<file path="config.mk">
export PLATFORM = sky130hd
export DESIGN_NAME = isdn_layer1_activation_fsm
export DESIGN_NICKNAME = d
export VERILOG_FILES = /design/src/hw/rtl/isdn_l1_pkg.sv /design/src/hw/rtl/isdn_layer1_activation_fsm.sv
export SDC_FILE = /design/constraint.sdc
export NUM_CORES = 1
export LEC_CHECK = 0
export BUFFER_PORTS_ARGS = -buffer_cell sky130_fd_sc_hd__clkbuf_2
export CAP_MARGIN = 20
export CORE_MARGIN = 2
export CORE_UTILIZATION = 53
export CTS_CLUSTER_DIAMETER = 80
export DETAILED_ROUTE_END_ITERATION = 6
export PLACE_DENSITY = 0.76
export SETUP_SLACK_MARGIN = 0.5
export SLEW_MARGIN = 20
export SYNTH_ARGS = -nofsm -noshare
export SYNTH_HDL_FRONTEND = slang
export SYNTH_SLANG_ARGS = --single-unit
</file>
<file path="constraint.sdc">
create_clock -name clock -period 4.5 [get_ports clock]
set_input_delay 0.225 -clock clock [delete_from_list [all_inputs] [get_ports clock]]
set_output_delay 0.225 -clock clock [all_outputs]
set_load 0.02 [all_outputs]
</file>
<file path="src/hw/rtl/isdn_l1_pkg.sv">
// Package for the ISDN layer-1 terminal activation machine.
// Holds the shared types, event and indication codes, and timer sizing.
// It depends on nothing else.
package isdn_l1_pkg;

   // Width of the activation timer counter (valid range 8 to 32).
   localparam int TimerBits = 16;

   // Width of the activation timeout register.
   localparam int TimeoutBits = 16;

   // Value of the activation timeout register after reset.
   localparam logic [TimeoutBits-1:0] TimeoutReset = 16'd7000;

   typedef enum logic [1:0] {
      CMD_INDICATION = 2'd0,
      CMD_ACTIVATE   = 2'd1,
      CMD_DEACTIVATE = 2'd2,
      CMD_TICK       = 2'd3
   } cmd_type;

   typedef enum logic [2:0] {
      ST_F3 = 3'd0,
      ST_F4 = 3'd1,
      ST_F6 = 3'd2,
      ST_F7 = 3'd3,
      ST_F8 = 3'd4
   } line_state_type;

   // Transceiver indication codes.
   localparam logic [3:0] IndDp   = 4'd0;
   localparam logic [3:0] IndRsy  = 4'd4;
   localparam logic [3:0] IndAp   = 4'd8;
   localparam logic [3:0] IndAi8  = 4'd12;
   localparam logic [3:0] IndAi10 = 4'd13;

   // Indications passed up to layer two.
   localparam logic [1:0] UiNone  = 2'd0;
   localparam logic [1:0] UiAct   = 2'd1;
   localparam logic [1:0] UiDeact = 2'd2;

   typedef struct packed {
      logic [1:0] cmd;
      logic [3:0] ind_code;
   } req_type;

   typedef struct packed {
      logic [2:0] line_state;
      logic       issue_dr;
      logic       issue_pup;
      logic       issue_ar8;
      logic [1:0] upper_indication;
      logic       link_up;
   } rsp_type;

endpackage

</file>
<file path="src/hw/rtl/isdn_layer1_activation_fsm.sv">
// Top level of the ISDN layer-1 terminal activation machine (F3, F4, F6, F7, F8).
// Each transfer on the request channel yields one transfer on the response channel.
// Depends on isdn_l1_pkg.
//
// A request is registered first in the input stage and then in the result stage,
// where its response becomes valid and is held until it transfers.
// Throughput: one request per cycle while the consumer does not stall the response.
// Reset: synchronous and active high. The machine returns to F3 with the timer
// stopped, the timeout register returns to 7000 ticks and both stages are emptied.
module isdn_layer1_activation_fsm
   import isdn_l1_pkg::*;
(
   input  logic                   clock,
   input  logic                   reset,

   input  logic                   req_valid,
   output logic                   req_stall,
   input  req_type                req_data,

   output logic                   rsp_valid,
   input  logic                   rsp_stall,
   output rsp_type                rsp_data,

   input  logic                   csr_write,
   input  logic [TimeoutBits-1:0] csr_wdata
);

   // The timer load is computed at the wider of the two widths, so that a
   // narrow timer saturates and a wide timer simply zero-extends.
   localparam int LoadBits = (TimerBits > TimeoutBits) ? TimerBits : TimeoutBits;
   localparam logic [LoadBits-1:0] TimerMax =
      LoadBits'((64'd1 << TimerBits) - 64'd1);

   // Configuration register.
   logic [TimeoutBits-1:0] timeout_ms_ff;

   // Input stage.
   logic                   in_valid_ff;
   req_type                in_item_ff;

   // Machine state.
   line_state_type         state_ff, state_in;
   logic                   timer_run_ff, timer_run_in;
   logic [TimerBits-1:0]   timer_left_ff, timer_left_in;

   // Result stage.
   logic                   out_valid_ff;
   rsp_type                out_item_ff, out_item_in;

   logic                   advance;
   logic                   in_ready;
   logic                   dr_in, pup_in, ar8_in;
   logic [1:0]             ui_in;
   logic [LoadBits-1:0]    load_wide;
   logic [TimerBits-1:0]   timer_load;
   logic                   is_ai;

   // The pipeline moves whenever the result register is free or is being
   // drained in this cycle. The input stage stalls only when it holds an
   // item that cannot move forward.
   assign advance   = !(out_valid_ff && rsp_stall);
   assign in_ready  = !in_valid_ff || advance;
   assign req_stall = !in_ready;

   assign rsp_valid = out_valid_ff;
   assign rsp_data  = out_item_ff;

   // A zero timeout behaves like one, and a timeout that does not fit the
   // timer saturates at its largest count.
   always_comb begin
      load_wide = (timeout_ms_ff == '0) ? LoadBits'(1) : LoadBits'(timeout_ms_ff);
      if (load_wide > TimerMax) begin
         load_wide = TimerMax;
      end
      timer_load = load_wide[TimerBits-1:0];
   end

   assign is_ai = (in_item_ff.ind_code == IndAi8) || (in_item_ff.ind_code == IndAi10);

   // Next-state and result logic for the item in the input stage.
   always_comb begin
      state_in      = state_ff;
      timer_run_in  = timer_run_ff;
      timer_left_in = timer_left_ff;
      dr_in         = 1'b0;
      pup_in        = 1'b0;
      ar8_in        = 1'b0;
      ui_in         = UiNone;

      unique case (cmd_type'(in_item_ff.cmd))
         CMD_INDICATION: begin
            priority if (in_item_ff.ind_code == IndDp) begin
               // Dropping back to F3 tells layer two, but the timer keeps going.
               if (state_ff != ST_F3) begin
                  state_in = ST_F3;
                  ui_in    = UiDeact;
               end
            end else if (in_item_ff.ind_code == IndAp) begin
               state_in = ST_F6;
            end else if (is_ai) begin
               // Reaching F7 stops the timer and reports activation.
               if (state_ff == ST_F3 || state_ff == ST_F4 || state_ff == ST_F6) begin
                  state_in     = ST_F7;
                  timer_run_in = 1'b0;
                  ui_in        = UiAct;
               end
            end else if (in_item_ff.ind_code == IndRsy) begin
               if (state_ff == ST_F7) begin
                  state_in = ST_F8;
               end
            end else begin
               // Unknown indication codes are ignored.
               state_in = state_ff;
            end
         end
         CMD_ACTIVATE: begin
            // Only F3 answers an activate request: send DR, PUP, AR8 and arm the timer.
            if (state_ff == ST_F3) begin
               dr_in         = 1'b1;
               pup_in        = 1'b1;
               ar8_in        = 1'b1;
               timer_left_in = timer_load;
               timer_run_in  = 1'b1;
               state_in      = ST_F4;
            end
         end
         CMD_DEACTIVATE: begin
            // A deactivate request has no effect on the terminal side.
            state_in = state_ff;
         end
         CMD_TICK: begin
            if (timer_run_ff) begin
               if (timer_left_ff <= TimerBits'(1)) begin
                  timer_left_in = '0;
                  timer_run_in  = 1'b0;
                  // Expiry forces deactivation only in F4, F6 and F8.
                  if (state_ff == ST_F4 || state_ff == ST_F6 || state_ff == ST_F8) begin
                     dr_in    = 1'b1;
                     state_in = ST_F3;
                     ui_in    = UiDeact;
                  end
               end else begin
                  timer_left_in = timer_left_ff - TimerBits'(1);
               end
            end
         end
         default: begin
            state_in = state_ff;
         end
      endcase

      out_item_in.line_state       = 3'(state_in);
      out_item_in.issue_dr         = dr_in;
      out_item_in.issue_pup        = pup_in;
      out_item_in.issue_ar8        = ar8_in;
      out_item_in.upper_indication = ui_in;
      out_item_in.link_up          = (state_in == ST_F7);
   end

   // Configuration register; write it only while the block is idle (not enforced here).
   always_ff @(posedge clock) begin
      if (reset) begin
         timeout_ms_ff <= TimeoutReset;
      end else if (csr_write) begin
         timeout_ms_ff <= csr_wdata;
      end
   end

   // Input stage: takes a new request whenever it is empty or moving on.
   always_ff @(posedge clock) begin
      if (reset) begin
         in_valid_ff <= 1'b0;
      end else if (in_ready) begin
         in_valid_ff <= req_valid;
      end
   end

   always_ff @(posedge clock) begin
      if (in_ready && req_valid) begin
         in_item_ff <= req_data;
      end
   end

   // Machine state changes exactly when an item moves into the result stage.
   always_ff @(posedge clock) begin
      if (reset) begin
         state_ff      <= ST_F3;
         timer_run_ff  <= 1'b0;
         timer_left_ff <= '0;
      end else if (advance && in_valid_ff) begin
         state_ff      <= state_in;
         timer_run_ff  <= timer_run_in;
         timer_left_ff <= timer_left_in;
      end
   end

   // Result stage: holds its response until the consumer takes it.
   always_ff @(posedge clock) begin
      if (reset) begin
         out_valid_ff <= 1'b0;
      end else if (advance) begin
         out_valid_ff <= in_valid_ff;
      end
   end

   always_ff @(posedge clock) begin
      if (advance && in_valid_ff) begin
         out_item_ff <= out_item_in;
      end
   end

endmodule
</file>
Yosys cells after proc, flatten, opt, wreduce, memory -nomap -nowiden
Cells that the tools add are included.

word-level totals
  register bits after elaboration = 52
  output and inout port bits = 11

operators by class
  $add $sub $neg = 1
  order comparisons = 2
  equal/unequal tests = 18
  mux-type cells = 40
  reductions and logical operators = 21

operator list
  operator                                                                 count
  16-bit 2-to-1 mux                                                        5
  3-bit 2-to-1 mux                                                         11
  16-bit case mux with 2 select lines                                      1
  16-bit > comparator (second input constant)                              1
  16-bit by 1-bit <= comparator with 1-bit output (second input constant)  1
  16-bit logical NOT                                                       1
  16-bit by 1-bit subtractor with 16-bit output (second input constant)    1
  1-bit 2-to-1 mux                                                         14
  4-bit == test (second input constant)                                    3
  2-bit != test (second input constant)                                    6
  3-bit case mux with 4 select lines                                       1
  2-bit 2-to-1 mux                                                         5
  3-bit by 2-bit == test with 1-bit output (second input constant)         3
  7-bit AND reduction                                                      1
  1-bit logical OR                                                         6
  3-bit nonzero test                                                       2
  2-bit == test (second input constant)                                    2
  4-bit by 3-bit == test with 1-bit output (second input constant)         1
  4-bit logical NOT                                                        1
  2-bit case mux with 2 select lines                                       1
  4-bit AND reduction                                                      1
  3-bit by 1-bit == test with 1-bit output (second input constant)         1
  3-bit == test (second input constant)                                    1
  1-bit logical AND                                                        3
  other kinds (7)                                                          9

Longest topological paths before layout
Gate-level depths: netlist of run 1.

  depth in word-level cells = 9
  depth in mapped cells = 8
  mapped depth without buffers = 7

Worst setup path after synthesis of run 1
OpenSTA, ideal clock, no wires.

  kind = register to register
  start = register timer_left_ff[0]
  end = register out_item_ff (netlist bit rsp_data[0]) (data pin)
  library setup time = 0.190 ns
  data arrival time = 1.858 ns
  data required time = 4.310 ns
  setup slack = 2.452 ns
  stages on the path, launching flop included = 7
  cell sequence = dfxtp_1 -> inv_1 -> ha_1 -> o211a_1 -> a31o_2 -> o31a_1 -> a2111oi_2

RTL lines
  item                    RTL line                           source
  start, declared         isdn_layer1_activation_fsm.sv:44   logic [TimerBits-1:0] timer_left_ff, timer_left_in;
  start signal, assigned  isdn_layer1_activation_fsm.sv:193  timer_left_ff <= timer_left_in;
  end signal, assigned    isdn_layer1_activation_fsm.sv:208  out_item_ff <= out_item_in;
  end, declared           isdn_layer1_activation_fsm.sv:48   rsp_type out_item_ff, out_item_in;

Final worst setup path of run 1
  start = register in_item_ff[4] (netlist name)
  end = register timer_left_ff[3]

on the way
  word-level cells in the longest chain between the ends = 3

RTL lines
  item                                                                              RTL line                           source
  start, declared                                                                   isdn_layer1_activation_fsm.sv:39   req_type in_item_ff;
  start signal, assigned                                                            isdn_layer1_activation_fsm.sv:180  in_item_ff <= req_data;
  2-bit == test / 2-bit by 1-bit == test with 1-bit output (equally long branches)  isdn_layer1_activation_fsm.sv:90   unique case (cmd_type'(in_item_ff.cmd))
  2-bit != test (no source line) / 2-bit nonzero test (equally long branches)       -
  4-bit AND reduction (no source line)                                              -

Parallel ways exist; a longest one is shown, timed or not.
A chain may end at the register's enable or synchronous reset.

==> results of run 1 <==
==> registers in the layout, indices dropped and copies added, names as in the netlist <==
name / count
timeout_ms_ff: 16
timer_left_ff: 16
rsp_data: 8
in_item_ff: 6
state_ff: 3
in_valid_ff: 1
rsp_valid: 1
timer_run_ff: 1
==> worst max-delay path, cell delays in order, from the launching register on <==
cell and delay (ns):
edfxtp_1 0.40, ha_1 0.52, inv_1 0.38, a21oi_2 0.69
o311ai_0 0.32, a31oi_1 0.22
==> routing by layer <==
| layer | GRT usage, % | vias to the layer above | share of wire [%] |
|---|---|---|---|
| met3 | 4.15 | 5 | 7.3 |
| li1 | - | 1127 | - |
| met1 | 36.6 | 1097 | 48 |
| met4 | 5.36 | 0 | 0.91 |
| met2 | 34.1 | 105 | 44 |
| met5 | 0 | - | 0 |
==> kinds of logic (layout without fill, tap and decap cells) <==
group,after synthesis,count (layout),share of synthesized area [%]
and+or+nand+nor,98,98,20.4
AOI/OAI and AO/OA,79,79,21.1
DFF,52,52,44.2
buffers and inverters,31,59,4.87
muxes,17,17,6.36
adders and majority gates,6,6,2.81
xor gates and xnor gates,1,1,0.328
==> area by class of cell <==
type                       instances  area share [%]
multi-input combinational        201            45.8
clock inverter                     2           0.505
tap                               67            2.82
sequential                        52            39.7
timing repair buffer              37            6.23
inverter                          14            1.77
clock buffer                       6            3.16
==> per-stage QoR <==
| step | power [uW] | utilization, % |
|---|---|---|
| 4_1_cts | 974 | 62.1 |
| 3_5_place_dp | 668 | 59.9 |
| 5_1_grt | 1010 | 62.1 |
| 3_3_place_gp | 664 | 59.9 |
| 6_report | 970 | 62.1 |
| 2_1_floorplan | 628 | - |
==> synthesized netlist by cell type (3+ instances only) <==
cell type	count
o21ai_0	12
ha_1	6
nand4_1	3
dfxtp_1	38
nand3_1	9
nor2b_1	3
a21o_1	4
a32o_1	3
a21oi_1	19
nor3b_1	6
mux2i_1	17
clkbuf_1	12
a41oi_1	3
nor2_1	22
nand4b_1	3
a32oi_1	3
inv_1	14
o211a_1	3
nor3_1	8
o32ai_1	3
a31oi_1	4
nor4_1	9
edfxtp_1	14
nand2_1	19
==> power by group <==
group	switching [uW]	internal [uW]	total, uW
clock	163	146	309
combinational	86.6	54.8	141
sequential	18.6	501	520
==> path summary, 6_finish.rpt <==
| path | from | to | slack [ns] | cells past startpoint |
|---|---|---|---|---|
| min reg2reg | in_valid_ff | rsp_valid | 0.50 | 2 |
| max | in_item_ff[4] | timer_left_ff[3] | 1.88 | 5 |
| max reg2reg | in_item_ff[4] | timer_left_ff[3] | 1.88 | 5 |
| min | req_data[0] | in_item_ff[0] | 0.08 | 1 |
==> results_dict.tcl, run 1 <==
set metrics [dict create \
    outcome "finished clean" \
    antenna_found_initial 0 \
    fin_skew_ns 0.00617 \
    vdd_drop_max_uv 266 \
    grt_pass1_wl_mm 10.2 \
    cap_violations 0 \
    fill_cells 402 \
    dpl_cell_area_mm2 0.00287 \
    cts-root-buf "clkbuf_8" \
    htreeDepth 2 \
    place_inst 371 \
    drt_iter0_drc 179 \
    fmax_ghz 0.381 \
    vias_per_cell 6.16 \
    drt_first_pass_iters 5 \
    die_area_mm2 0.00563 \
    finalCriticalPeriod_ns 2.62 \
    synth_nets 317 \
    grt_max_degree 29 \
    gp_congestion 0.873 \
    post-route-period-util_pct 58.3 \
    postLayoutCellArea_mm2 0.00297 \
    synth_seq_cells 52 \
    vias 2334 \
    layout_common_cells "dfxtp_1 (38), clkbuf_2 (37), nor2_1 (22)" \
    multiInputGateArea_mm2 0.00136 \
    die_w_um 75.0 \
    wire_per_inst_um 15.9 \
    final_common_cell "dfxtp_1" \
    finalSetupViolations 0 \
    netlist_top_cells_area "dfxtp_1 (28%), edfxtp_1 (16%), mux2i_1 (6.4%), a21oi_1 (3.6%), nor2_1 (3.1%)" \
    critical_path.startpoint_type "flop" \
    async_flop_share_pct 0 \
    wl_mm 6.04 \
    clk_transition_reported_paths_ns 0.10 \
    io_buffers 37 \
    core.rowCount 25 \
    crit_path_end_kind "flop" \
    dpl_worst_slack_ns 1.95 \
    crit_arrival_ns 2.86 \
    synth_flop_cell "dfxtp_1" \
    clk_latency_ns 0.31 \
    hold_path.class "primary input to flop" \
    die_h_um 75.0 \
    fin_tns_setup_ns 0 \
    synth_warnings 0 \
    drc 0 \
    rsz0062_at_grt "no" \
    pwr_density_cell_mw_per_mm2 326 \
    whs_ns 0.0829 \
    grt_pass1_vias 2118 \
    p_leak_uw 0.00122 \
    syn_to_final_growth_pct 11.2 \
    cts.path.max_buffers 2 \
    cts_tree "built" \
    setup.worst_path.class "flop to flop" \
    yosysTopAreaCell "dfxtp_1" \
    slew_headroom_pct 45.7 \
    synth.avg_cell_area_um2 9.41 \
    n_antenna_cell 0 \
    synth_top_area_share_pct 28.5 \
    core_mm2 0.00479 \
    cp_max_fo 19 \
    dp_hpwl_mm 4.21 \
    yosysSeqAreaShare_pct 44.2 \
    start_util_pct 55.9 \
    cts_resized 0 \
    critical_path_required_ns 4.73 \
    cts-buffers-inserted 5 \
    final-seq-area_mm2 0.00118 \
    hold_viol 0 \
    grt_usage_pct 23.5 \
    postCtsSetupBuffers 0 \
    synth_area_mm2 0.00267 \
    clock_sinks 52 \
    finalMaxSlewViolations 0 \
    nNetsFinal 344 \
    final_antenna_net_count 0 \
    drive_gt1_share_pct 17.6 \
    worst_slack_ns 1.88 \
    worst_slew_pin_slew_ns 0.812 \
    synthCells 284 \
    ios 38 \
    final_cells 379 \
    synth_edf_count 14 \
    grt_overflow_total 0 \
    ys_types 60 \
    hold_buffers 0 \
]
(Power assumes the default switching activity.)
==> run 2: changes to the inputs <==
Settings changed: ABC_AREA set to 1.
Clock period 4.5 ns to 2.7 ns, I/O delays scaled along.
==> results_dict.tcl, run 2 <==
set metrics [dict create \
    fin_skew_ns 0.00773 \
    fmax_ghz 0.501 \
    clk_latency_ns 0.31 \
    setup.worst_path.class "flop to flop" \
    ios 38 \
    pwr_density_cell_mw_per_mm2 573 \
    fill_cells 413 \
    p_leak_uw 0.00141 \
    synth_flop_cell "dfxtp_1" \
    grt_max_degree 33 \
    synthCells 362 \
    critical_path_required_ns 2.91 \
    rsz0062_at_grt "no" \
    hold_viol 0 \
    hold_path.class "primary input to flop" \
    antenna_found_initial 0 \
    synth-compound-area-share_pct 15.1 \
    grt_pass1_wl_mm 9.65 \
    layout_common_cells "nand2_1 (69), nor2_1 (43), a21oi_1 (42)" \
    netlist_top_cells_area "dfxtp_1 (28%), edfxtp_1 (16%), nand2_1 (9.7%), a21oi_1 (7.9%), nor2_1 (6.0%)" \
    dp_hpwl_mm 4.22 \
    synth-simple-area-share_pct 28.0 \
    grt_overflow_total 0 \
    synth_area_mm2 0.00268 \
    drive_gt1_share_pct 17.7 \
    async_flop_share_pct 0 \
    critical_path.startpoint_type "flop" \
    synth_top_family_by_area "simple AND/OR/NAND/NOR gates" \
    synthTopCellsByCount "nand2_1 (69), nor2_1 (43), a21oi_1 (42)" \
    io_buffers 37 \
    cts_tree "built" \
    vdd_drop_max_uv 448 \
    yosysMostFrequentCell "nand2_1" \
    total_power_uw 1750 \
    die_h_um 75.0 \
    cap_violations 0 \
    synth_top_area_share_pct 28.4 \
    drt_iter0_drc 166 \
    yosysSeqAreaShare_pct 44.2 \
    die_w_um 75.0 \
    slew_headroom_pct 44.8 \
    die_area_mm2 0.00563 \
    vias 2435 \
    grt_pass1_vias 2164 \
    ys_types 34 \
    syn_to_final_growth_pct 14.1 \
    crit_arrival_ns 2.20 \
    synth_warnings 0 \
    rr_worst_depth 9 \
    grt_usage_pct 22.2 \
    place_inst 455 \
    cts.path.max_buffers 2 \
    clock_sinks 52 \
    synthXorXnorAreaFrac_pct 1.31 \
    cts-root-buf "clkbuf_8" \
    final_cells 469 \
    gp_congestion 0.890 \
    synth_edf_count 14 \
    drc 0 \
    cp_max_fo 18 \
    synth_mux_area_share_pct 0 \
    synth_seq_cells 52 \
    wire_per_inst_um 12.2 \
    finalMaxSlewViolations 0 \
    yosysTopAreaCell "dfxtp_1" \
    start_util_pct 55.9 \
    crit_path_end_kind "flop" \
    htreeDepth 2 \
    core.rowCount 25 \
    final_antenna_net_count 0 \
    drt_first_pass_iters 4 \
    fin_tns_setup_ns 0 \
    final_common_cell "nand2_1" \
    worst_slew_pin_slew_ns 0.827 \
    finalCriticalPeriod_ns 2.00 \
    nNetsFinal 434 \
    multiInputGateArea_mm2 0.00126 \
    finalSetupViolations 0 \
    vias_per_cell 5.19 \
    final-seq-area_mm2 0.00118 \
    synth.avg_cell_area_um2 7.39 \
    core_mm2 0.00479 \
    cts-buffers-inserted 5 \
    wl_mm 5.72 \
    hold_depth 3 \
    synth_nets 395 \
    clk_transition_reported_paths_ns 0.09 \
    outcome "finished clean" \
    synth_fa_ha_area_share_pct 2.81 \
    n_antenna_cell 0 \
    post-route-period-util_pct 73.9 \
]
## run 2: changes by cell type in the layout (fill, tap and decap cells not counted), sizes merged, moves of 4 or more
cell / delta
nand2: +57
inv: +27
nor2: +26
nand3: +25
a21oi: +23
o21ai: +18
mux2i: -17
nor4: -9
dlygate4sd3: +6
nor3b: -6
a21o: -4
a31oi: -4
nor3: -4
## run 2: path summary, 6_finish.rpt
path | startpoint | endpoint | slack (ns)
max reg2reg | in_item_ff[4] | timer_left_ff[0] | 0.70
max | in_item_ff[4] | timer_left_ff[0] | 0.70
min | csr_wdata[8] | timeout_ms_ff[8] | 0.04
min reg2reg | in_valid_ff | rsp_valid | 0.48
## run 2: cell type report
| cell class | instances | area share, % |
|---|---|---|
| Sequential cell | 52 | 38.7 |
| Multi-Input combinational cell | 255 | 41.4 |
| Inverter | 44 | 5.49 |
| Timing Repair Buffer | 43 | 8.03 |
| Clock buffer | 5 | 2.25 |
| Tap cell | 67 | 2.75 |
| Clock inverter | 3 | 1.39 |
## run 2: worst max-delay path: stages (launching register included)
cell,delay [ns]
edfxtp_1,0.43
ha_1,0.28
inv_2,0.24
nor2_1,0.07
nor2_1,0.11
nand2_2,0.20
inv_4,0.23
o21ai_0,0.11
a21oi_1,0.15
nor2_1,0.06
## run 2: cell families (layout without fill, tap and decap cells)
group	Yosys count	count (layout)
adders and majority gates	6	6
buffers and inverters	55	95
and+or+nand+nor	168	168
AOI/OAI and AO/OA	77	77
xor gates and xnor gates	4	4
DFF	52	52
## run 2: power by group
| part | switching (uW) | internal (uW) | leakage [uW] |
|---|---|---|---|
| combinational | 214 | 123 | 0.000907 |
| sequential | 34.8 | 848 | 0.000447 |
| clock | 255 | 274 | 0.0000541 |
| total | 504 | 1250 | 0.00141 |
## run 2: routing by layer
layer | vias to the layer above | track usage [%] | share of wire, %
li1 | 1260 | - | -
met1 | 1097 | 31.2 | 50
met2 | 64 | 34.1 | 43
met3 | 14 | 4.42 | 5.2
met4 | 0 | 7.94 | 2.3
met5 | - | 0 | 0
## run 2: through the flow
stage                     util [%]  area (um^2)  setup WS, ns  hold WS (ns)
final                         63.8         3050         0.704        0.0399
after global routing          63.8         3050         0.507        0.0372
after CTS                     63.4         3030         0.750       0.00242
after detailed placement      60.2         2880         0.779         0.317
after global placement        60.2         2880         0.884         0.313
after floorplan                  -         2680          1.12         0.204
## run 2: what timing repair did
action | in CTS | in global routing
gates resized for setup | 0 | 0
setup endpoints to repair | 0 | 0
hold buffers | 4 | 2
endpoints found under the hold margin | 4 | 2
buffers inserted | 0 | 0
